File: config.mk
export PLATFORM = sky130hd
export DESIGN_NAME = sprite_table_blit_collide_top
export DESIGN_NICKNAME = d
export VERILOG_FILES = /design/src/rtl/stbc_pkg.sv /design/src/rtl/stbc_ram.sv /design/src/rtl/sprite_table_blit_collide_top.sv
export SDC_FILE = /design/constraint.sdc
export NUM_CORES = 2
export LEC_CHECK = 0
export BUFFER_PORTS_ARGS = -buffer_cell sky130_fd_sc_hd__buf_2
export CAP_MARGIN = 20
export CORE_ASPECT_RATIO = 0.8
export CORE_MARGIN = 8
export CORE_UTILIZATION = 60
export DETAILED_ROUTE_END_ITERATION = 8
export PLACE_DENSITY = 0.75
export SLEW_MARGIN = 25
export SYNTH_ARGS = -nofsm -noshare
export SYNTH_HDL_FRONTEND = slang
export SYNTH_SLANG_ARGS = --single-unit
File: constraint.sdc
create_clock -name clk -period 16.8 [get_ports clk]
set_input_delay 0.84 -clock clk [delete_from_list [all_inputs] [get_ports clk]]
set_output_delay 0.84 -clock clk [all_outputs]
set_load 0.1 [all_outputs]
File: src/rtl/stbc_pkg.sv
// Shared types and codes for the sprite table block.
`timescale 1ns / 1ps

package stbc_pkg;

    localparam logic [2:0] MODE_CREATE  = 3'd0;
    localparam logic [2:0] MODE_MOTION  = 3'd1;
    localparam logic [2:0] MODE_RELEASE = 3'd2;
    localparam logic [2:0] MODE_TICK    = 3'd3;
    localparam logic [2:0] MODE_COLLIDE = 3'd4;
    localparam logic [2:0] MODE_DRAW    = 3'd5;

    localparam logic REG_SCREEN_WIDTH  = 1'b0;
    localparam logic REG_SCREEN_HEIGHT = 1'b1;

    localparam logic [9:0]  SCREEN_RESET      = 10'd320;
    localparam logic [15:0] TRANSPARENT_COLOR = 16'hFFFF;

    typedef struct packed {
        logic [2:0]         mode;
        logic [3:0]         slot;
        logic signed [15:0] pos_x;
        logic signed [15:0] pos_y;
        logic [9:0]         size_w;
        logic [9:0]         size_h;
        logic signed [15:0] vel_x;
        logic signed [15:0] vel_y;
        logic [7:0]         kind;
        logic               has_image;
        logic [15:0]        pixel_color;
    } req_t;

    typedef struct packed {
        logic        create_ok;
        logic [3:0]  created_slot;
        logic [15:0] collide_mask;
        logic        write_enable;
        logic [19:0] fb_address;
        logic [15:0] fb_color;
    } rsp_t;

    typedef struct packed {
        logic [15:0] pos_x;
        logic [15:0] pos_y;
        logic [9:0]  width;
        logic [9:0]  height;
        logic [15:0] vel_x;
        logic [15:0] vel_y;
        logic [7:0]  kind;
    } slot_rec_t;

endpackage

File: src/rtl/stbc_ram.sv
// Generic single-write, single-read RAM with registered read data.
`timescale 1ns / 1ps

module stbc_ram #(
    parameter int WIDTH = 8,
    parameter int DEPTH = 16
) (
    input  logic                     clk,
    input  logic                     we,
    input  logic [$clog2(DEPTH)-1:0] waddr,
    input  logic [WIDTH-1:0]         wdata,
    input  logic [$clog2(DEPTH)-1:0] raddr,
    output logic [WIDTH-1:0]         rdata
);

    logic [WIDTH-1:0] mem [DEPTH];

    always_ff @(posedge clk)
    begin
        if (we)
        begin
            mem[waddr] <= wdata;
        end
        rdata <= mem[raddr];
    end

endmodule

File: src/rtl/sprite_table_blit_collide_top.sv
// Sprite table engine: create, motion, release, tick, collide and pixel draw.
// One request is taken at a time; req_stall stays high from acceptance until
// its response has been taken. Slot records live in one RAM with a registered
// read port, so the sequencer passes through a read state before using any record.
// Steps per request, N = NUM_SLOTS: release, unused modes, out-of-range motion,
// collide or draw, collide on a hidden slot and draw on a hidden or imageless
// slot go straight to the response; set motion reads, then writes back; create
// scans to the lowest free slot, all N slots when the table is full; tick
// reads, then adds and writes back per slot; collide on slot q reads it, then
// compares slots q+1 to min(N,16) - 1; draw: read, clip check, address multiply.
// The per-slot read/update loop over the shared RAM port sets tick and
// collide time. Visible and image bits are flip-flops cleared at reset; no
// clearing pass is needed since a record is only used once create wrote it.
// The screen size registers (scr_w_reg, scr_h_reg) are to be written through
// cfg_* only while idle, not enforced by the block; cfg_ready is always high.
`timescale 1ns / 1ps

module sprite_table_blit_collide_top #(
    parameter int NUM_SLOTS = 16
) (
    input  logic          clk,
    input  logic          rst_n,
    input  logic          req_valid,
    output logic          req_stall,
    input  stbc_pkg::req_t req_data,
    output logic          rsp_valid,
    input  logic          rsp_stall,
    output stbc_pkg::rsp_t rsp_data,
    input  logic          cfg_valid,
    output logic          cfg_ready,
    input  logic          cfg_index,
    input  logic [9:0]    cfg_data
);

    import stbc_pkg::*;

    localparam int IDX_W   = $clog2(NUM_SLOTS);
    localparam int CNT_W   = $clog2(NUM_SLOTS + 1);
    localparam int COL_END = (NUM_SLOTS < 16) ? NUM_SLOTS : 16;
    localparam int REC_W   = $bits(slot_rec_t);

    // sequencer states
    localparam logic [3:0] ST_IDLE      = 4'd0;
    localparam logic [3:0] ST_CREATE    = 4'd1;
    localparam logic [3:0] ST_MOTION_RD = 4'd2;
    localparam logic [3:0] ST_MOTION_WR = 4'd3;
    localparam logic [3:0] ST_TICK_RD   = 4'd4;
    localparam logic [3:0] ST_TICK_WR   = 4'd5;
    localparam logic [3:0] ST_COL_REF   = 4'd6;
    localparam logic [3:0] ST_COL_LATCH = 4'd7;
    localparam logic [3:0] ST_COL_RD    = 4'd8;
    localparam logic [3:0] ST_COL_CMP   = 4'd9;
    localparam logic [3:0] ST_DRAW_RD   = 4'd10;
    localparam logic [3:0] ST_DRAW_CHK  = 4'd11;
    localparam logic [3:0] ST_DRAW_ADDR = 4'd12;
    localparam logic [3:0] ST_DONE      = 4'd13;

    logic [3:0]           state_reg, state_next;
    logic [CNT_W-1:0]     cnt_reg, cnt_next;
    logic [NUM_SLOTS-1:0] vis_reg, vis_next;
    logic [NUM_SLOTS-1:0] img_reg, img_next;
    logic [9:0]           scr_w_reg, scr_h_reg;

    req_t      req_reg, req_next;
    rsp_t      rsp_reg, rsp_next;
    slot_rec_t ref_reg, ref_next;
    logic      hit_reg, hit_next;
    logic [9:0] sx_reg, sx_next, sy_reg, sy_next;

    // RAM port
    logic             ram_we;
    logic [IDX_W-1:0] ram_waddr, ram_raddr;
    slot_rec_t        ram_wdata, ram_rdata;
    logic [REC_W-1:0] ram_rdata_raw;

    logic [IDX_W-1:0] cnt_idx, req_idx, in_idx;
    logic             in_table_new;

    // shared compare datapath
    logic signed [17:0] ax, ay, bx, by, aw, ah, bw, bh;
    logic               overlap;
    logic signed [17:0] ox, oy, sx, sy;
    logic               off_ok, scr_ok;

    assign cnt_idx      = cnt_reg[IDX_W-1:0];
    assign req_idx      = IDX_W'(req_reg.slot);
    assign in_idx       = IDX_W'(req_data.slot);
    assign in_table_new = (NUM_SLOTS >= 16) || (int'(req_data.slot) < NUM_SLOTS);

    assign req_stall = (state_reg != ST_IDLE);
    assign rsp_valid = (state_reg == ST_DONE);
    assign rsp_data  = rsp_reg;
    assign cfg_ready = 1'b1;

    // Overlap: reference slot (a) against the record just read (b).
    assign ax = {{2{ref_reg.pos_x[15]}}, ref_reg.pos_x};
    assign ay = {{2{ref_reg.pos_y[15]}}, ref_reg.pos_y};
    assign aw = {8'd0, ref_reg.width};
    assign ah = {8'd0, ref_reg.height};
    assign bx = {{2{ram_rdata.pos_x[15]}}, ram_rdata.pos_x};
    assign by = {{2{ram_rdata.pos_y[15]}}, ram_rdata.pos_y};
    assign bw = {8'd0, ram_rdata.width};
    assign bh = {8'd0, ram_rdata.height};
    assign overlap = (ax < bx + bw) && (ax + aw > bx) && (ay < by + bh) && (ay + ah > by);

    // Draw clipping: offset inside sprite, then on screen.
    assign ox = {{2{req_reg.pos_x[15]}}, req_reg.pos_x};
    assign oy = {{2{req_reg.pos_y[15]}}, req_reg.pos_y};
    assign sx = bx + ox;
    assign sy = by + oy;
    assign off_ok = !ox[17] && (ox < bw) && !oy[17] && (oy < bh);
    assign scr_ok = !sx[17] && (sx < $signed({8'd0, scr_w_reg}))
                 && !sy[17] && (sy < $signed({8'd0, scr_h_reg}))
                 && (req_reg.pixel_color != TRANSPARENT_COLOR);

    assign ram_rdata = slot_rec_t'(ram_rdata_raw);

    stbc_ram #(
        .WIDTH (REC_W),
        .DEPTH (NUM_SLOTS)
    ) u_ram (
        .clk   (clk),
        .we    (ram_we),
        .waddr (ram_waddr),
        .wdata (REC_W'(ram_wdata)),
        .raddr (ram_raddr),
        .rdata (ram_rdata_raw)
    );

    always_comb
    begin
        state_next = state_reg;
        cnt_next   = cnt_reg;
        vis_next   = vis_reg;
        img_next   = img_reg;
        req_next   = req_reg;
        rsp_next   = rsp_reg;
        ref_next   = ref_reg;
        hit_next   = hit_reg;
        sx_next    = sx_reg;
        sy_next    = sy_reg;
        ram_we     = 1'b0;
        ram_waddr  = cnt_idx;
        ram_wdata  = ram_rdata;
        ram_raddr  = cnt_idx;

        case (state_reg)
            ST_IDLE:
            begin
                if (req_valid)
                begin
                    req_next = req_data;
                    rsp_next = '0;
                    cnt_next = '0;
                    state_next = ST_DONE;
                    case (req_data.mode)
                        MODE_CREATE:  state_next = ST_CREATE;
                        MODE_MOTION:
                        begin
                            if (in_table_new)
                            begin
                                state_next = ST_MOTION_RD;
                            end
                        end
                        MODE_RELEASE:
                        begin
                            if (in_table_new)
                            begin
                                vis_next[in_idx] = 1'b0;
                            end
                        end
                        MODE_TICK:    state_next = ST_TICK_RD;
                        MODE_COLLIDE:
                        begin
                            if (in_table_new && vis_reg[in_idx])
                            begin
                                state_next = ST_COL_REF;
                            end
                        end
                        MODE_DRAW:
                        begin
                            if (in_table_new && vis_reg[in_idx] && img_reg[in_idx])
                            begin
                                state_next = ST_DRAW_RD;
                            end
                        end
                        default:      state_next = ST_DONE;
                    endcase
                end
            end
            ST_CREATE:
            begin
                if (int'(cnt_reg) >= NUM_SLOTS)
                begin
                    state_next = ST_DONE;  // table full
                end
                else if (!vis_reg[cnt_idx])
                begin
                    ram_we           = 1'b1;
                    ram_wdata.pos_x  = req_reg.pos_x;
                    ram_wdata.pos_y  = req_reg.pos_y;
                    ram_wdata.width  = req_reg.size_w;
                    ram_wdata.height = req_reg.size_h;
                    ram_wdata.vel_x  = '0;
                    ram_wdata.vel_y  = '0;
                    ram_wdata.kind   = req_reg.kind;
                    vis_next[cnt_idx] = 1'b1;
                    img_next[cnt_idx] = req_reg.has_image;
                    rsp_next.create_ok    = 1'b1;
                    rsp_next.created_slot = 4'(cnt_reg);
                    state_next = ST_DONE;
                end
                else
                begin
                    cnt_next = cnt_reg + CNT_W'(1);
                end
            end
            ST_MOTION_RD:
            begin
                ram_raddr  = req_idx;
                state_next = ST_MOTION_WR;
            end
            ST_MOTION_WR:
            begin
                ram_we          = 1'b1;
                ram_waddr       = req_idx;
                ram_wdata.vel_x = req_reg.vel_x;
                ram_wdata.vel_y = req_reg.vel_y;
                state_next      = ST_DONE;
            end
            ST_TICK_RD:
            begin
                state_next = ST_TICK_WR;
            end
            ST_TICK_WR:
            begin
                ram_we          = vis_reg[cnt_idx];
                ram_wdata.pos_x = ram_rdata.pos_x + ram_rdata.vel_x;
                ram_wdata.pos_y = ram_rdata.pos_y + ram_rdata.vel_y;
                cnt_next        = cnt_reg + CNT_W'(1);
                state_next      = (int'(cnt_reg) + 1 >= NUM_SLOTS) ? ST_DONE : ST_TICK_RD;
            end
            ST_COL_REF:
            begin
                ram_raddr  = req_idx;
                state_next = ST_COL_LATCH;
            end
            ST_COL_LATCH:
            begin
                ref_next   = ram_rdata;
                cnt_next   = CNT_W'(req_reg.slot) + CNT_W'(1);
                state_next = (int'(req_reg.slot) + 1 >= COL_END) ? ST_DONE : ST_COL_RD;
            end
            ST_COL_RD:
            begin
                state_next = ST_COL_CMP;
            end
            ST_COL_CMP:
            begin
                if (vis_reg[cnt_idx] && overlap)
                begin
                    rsp_next.collide_mask = rsp_reg.collide_mask | (16'd1 << cnt_reg);
                end
                cnt_next   = cnt_reg + CNT_W'(1);
                state_next = (int'(cnt_reg) + 1 >= COL_END) ? ST_DONE : ST_COL_RD;
            end
            ST_DRAW_RD:
            begin
                ram_raddr  = req_idx;
                state_next = ST_DRAW_CHK;
            end
            ST_DRAW_CHK:
            begin
                hit_next   = off_ok && scr_ok;
                sx_next    = sx[9:0];
                sy_next    = sy[9:0];
                state_next = ST_DRAW_ADDR;
            end
            ST_DRAW_ADDR:
            begin
                if (hit_reg)
                begin
                    rsp_next.write_enable = 1'b1;
                    rsp_next.fb_address   = 20'(sy_reg) * 20'(scr_w_reg) + 20'(sx_reg);
                    rsp_next.fb_color     = req_reg.pixel_color;
                end
                state_next = ST_DONE;
            end
            ST_DONE:
            begin
                if (!rsp_stall)
                begin
                    state_next = ST_IDLE;
                end
            end
            default: state_next = ST_IDLE;
        endcase
    end

    always_ff @(posedge clk or negedge rst_n)
    begin
        if (!rst_n)
        begin
            state_reg <= ST_IDLE;
            cnt_reg   <= '0;
            vis_reg   <= '0;
            img_reg   <= '0;
            scr_w_reg <= SCREEN_RESET;
            scr_h_reg <= SCREEN_RESET;
        end
        else
        begin
            state_reg <= state_next;
            cnt_reg   <= cnt_next;
            vis_reg   <= vis_next;
            img_reg   <= img_next;
            if (cfg_valid && cfg_ready)
            begin
                case (cfg_index)
                    REG_SCREEN_WIDTH:  scr_w_reg <= cfg_data;
                    REG_SCREEN_HEIGHT: scr_h_reg <= cfg_data;
                    default:           scr_w_reg <= scr_w_reg;
                endcase
            end
        end
    end

    // payload registers, no reset
    always_ff @(posedge clk)
    begin
        req_reg <= req_next;
        rsp_reg <= rsp_next;
        ref_reg <= ref_next;
        hit_reg <= hit_next;
        sx_reg  <= sx_next;
        sy_reg  <= sy_next;
    end

endmodule

==> impl_metrics.json <==
{
  "worst_slack_ns": 10.51,
  "core_area_mm2": 0.125,
  "synth_compound_area_frac": 0.0635,
  "critPathKind": "register to register",
  "layout_common_cells": "1,580 x edfxtp_1, 351 x mux4_2, 337 x nand2_1, 269 x ha_1, 223 x inv_1",
  "yosys.area_share.simple": 0.0568,
  "cts.sinks": 1725,
  "switchingPower_mw": 5.44,
  "run_status": "completed",
  "critPathMaxFanout": 129,
  "cp-start-kind": "register",
  "met2_usage": 0.411,
  "place_ws_ns": 10.54,
  "grt_max_degree": 130,
  "ff2ff_setup_slack_ns": 10.51,
  "fin_skew_ns": 0.0243,
  "synth_enable_flop_cells": 1580,
  "finalWeightedCongestion": 0.946,
  "fmax_mhz": 159,
  "p_sw_frac": 0.351,
  "synthAdderAreaFrac": 0.0656,
  "cts_setup_buffers": 0,
  "overflow": 0,
  "stdcell_count": 6630,
  "finalMaxSlewViolations": 0,
  "avgSynthCellArea_um2": 16.4,
  "htree_levels": 4,
  "yosys.area_share.xor_xnor": 0.0105,
  "dieArea_mm2": 0.138,
  "r2r_end": "u_ram.rdata[83]",
  "hold_end": "ox[1]",
  "hold_class": "primary input to register",
  "required_ns": 17.42,
  "yosys_register_bits": 1725,
  "fp-row-count": 116,
  "met1_usage": 0.401,
  "place_area_mm2": 0.0788,
  "p_leak_nw": 29.7,
  "synth_area_leaders": "edfxtp_1 63%, mux4_2 10%, ha_1 4.4%, dfxtp_1 2.2%, fa_1 2.1%",
  "vias": 43600,
  "max_slew_margin": 0.288,
  "viasPerCell": 6.57,
  "syn_inst": 4609,
  "grt_pass1_vias": 42800,
  "pin_count": 193,
  "dp.cells": 6327,
  "grt_pass1_wl_mm": 280,
  "cts-hold-fix-buffers": 0,
  "largest_reg_flops": 1344,
  "io_buffers": 183,
  "power_mw": 15.5,
  "reg2regPathDepth": 10,
  "ant_nets": 0,
  "drcViolationCount": 0,
  "clkPwrFrac": 0.237,
  "ir_worst_vdd_mv": 0.138,
  "period_needed_ns": 6.29,
  "combPwrFrac": 0.363,
  "async_flop_share": 0.0354,
  "cts-root-buf": "clkbuf_16",
  "numCtsBuffers": 163,
  "start_util": 0.605,
  "nets": 5322,
  "design_area_mm2": 0.0842,
  "tightest_slew_ns": 1.07,
  "post_cts_resize_count": 0,
  "synthDistinctLibCells": 79,
  "synth_mux_area_frac": 0.112,
  "cap_viol_max_count": 0,
  "hold_viol": 0,
  "track_usage": 0.273,
  "end_kind": "register",
  "syn2layout_area_growth_pct": 11.3,
  "p_seq_frac": 0.399,
  "final_common_cell": "edfxtp_1",
  "setup_viol": 0,
  "power.internal_mw": 10.0,
  "die_h_um": 334,
  "antenna_found_initial": 5,
  "power_density_mw_per_mm2": 184,
  "synth_top_family_by_area": "multiplexers",
  "syn_nets": 5090,
  "r2r_start": "state_reg[2]",
  "seq_area_frac_synth": 0.669,
  "wl_mm": 190,
  "ys_warn_count": 0,
  "min_path_cells": 1,
  "synth_ff_type": "edfxtp_1",
  "detail_route.iter0.violations": 6068,
  "path_clk_slew_ns": 0.06,
  "drive_above_1_share": 0.192,
  "die_x_um": 413,
  "dp_hpwl_mm": 111,
  "timing.hold.ws_ns": 0.210,
  "dr.pass1.iters": 6,
  "insertion_delay_ns": 0.80,
  "clk_path_buf_depth": 3,
  "synth_top_area_share": 0.627,
  "rsz0062_at_grt": "false",
  "top_usage_layer": "met2",
  "min_from": "req_data[94]",
  "yosys.area.top_type": "edfxtp_1",
  "tritoncts": "yes",
  "min_period_over_period": 0.374,
  "worstPathArrival_ns": 6.91,
  "met3_usage": 0.0539,
  "wl_per_cell_um": 28.6,
  "finish.utilization": 0.673,
  "synth_area_mm2": 0.0757,
  "setup_tns_ns": 0
}
area by class of cell:
cell class | count | area [um^2]
Clock inverter | 71 | 723
Timing Repair Buffer | 278 | 1730
Clock buffer | 230 | 4600
Multi-Input combinational cell | 2448 | 23600
Sequential cell | 1725 | 50700
Inverter | 225 | 850
Tap cell | 1652 | 2070
Antenna cell | 1 | 2.50
Fill cell | 8143 | 40900
cell families (layout without fill, tap and decap cells):
kind of cell | count (synthesis) | count (layout)
AOI/OAI and AO/OA | 713 | 713
and+or+nand+nor | 892 | 892
buffers and inverters | 436 | 804
DFF | 1725 | 1725
other | 1 | 2
xor gates and xnor gates | 91 | 91
muxes | 402 | 402
adders and majority gates | 349 | 349
Yosys cell counts, types with 41 or more instances:
| cell type | number |
|---|---|
| and2_1 | 157 |
| a31oi_1 | 118 |
| xnor2_1 | 59 |
| dfrtp_1 | 57 |
| buf_2 | 41 |
| o21ai_0 | 124 |
| a21o_1 | 45 |
| dfxtp_1 | 84 |
| clkbuf_1 | 156 |
| a21oi_1 | 112 |
| nand2_1 | 338 |
| inv_1 | 225 |
| nor3_1 | 41 |
| mux4_2 | 351 |
| ha_1 | 269 |
| edfxtp_1 | 1580 |
| fa_1 | 80 |
| nor2_1 | 148 |
| nand3_1 | 54 |
| a211oi_1 | 105 |
critical path, stage by stage, from the launching register on:
cell,delay [ns]
dfrtp_1,0.67
nand2_1,0.36
nand3b_1,0.59
mux2i_4,0.95
buf_12,0.66
buf_4,0.78
buf_4,0.85
mux4_2,0.40
and2_1,0.16
a211oi_1,0.30
a31oi_1,0.10
power groups by stage:
stage | registers (mW) | logic [mW] | clock network (mW)
after floorplan | 6.23 | 3.91 | 0
after global placement | 6.24 | 5.36 | 0
after detailed placement | 6.25 | 5.51 | 0
after CTS | 6.17 | 5.56 | 3.72
after global routing | 6.19 | 6.14 | 3.87
final | 6.18 | 5.62 | 3.67
worst max path at each step:
stage	from	to	slack [ns]	cells after the start
floorplan	cnt_reg[0]	u_ram.mem[12][10]	10.49	9
global placement	state_reg[2]	u_ram.rdata[41]	10.66	10
detailed placement	state_reg[2]	u_ram.rdata[21]	10.54	10
CTS	state_reg[2]	u_ram.rdata[20]	10.50	10
global route	state_reg[2]	u_ram.rdata[27]	10.28	10
finish	state_reg[2]	u_ram.rdata[83]	10.51	10
routing by layer:
metal	wire, um	vias to the layer above	share of wire
met1	77000	22200	0.41
met4	6570	0	0.035
met2	85400	2548	0.45
met5	0	-	0
met3	20800	343	0.11
li1	-	18500	-
Power figures use the tool's default switching activity.
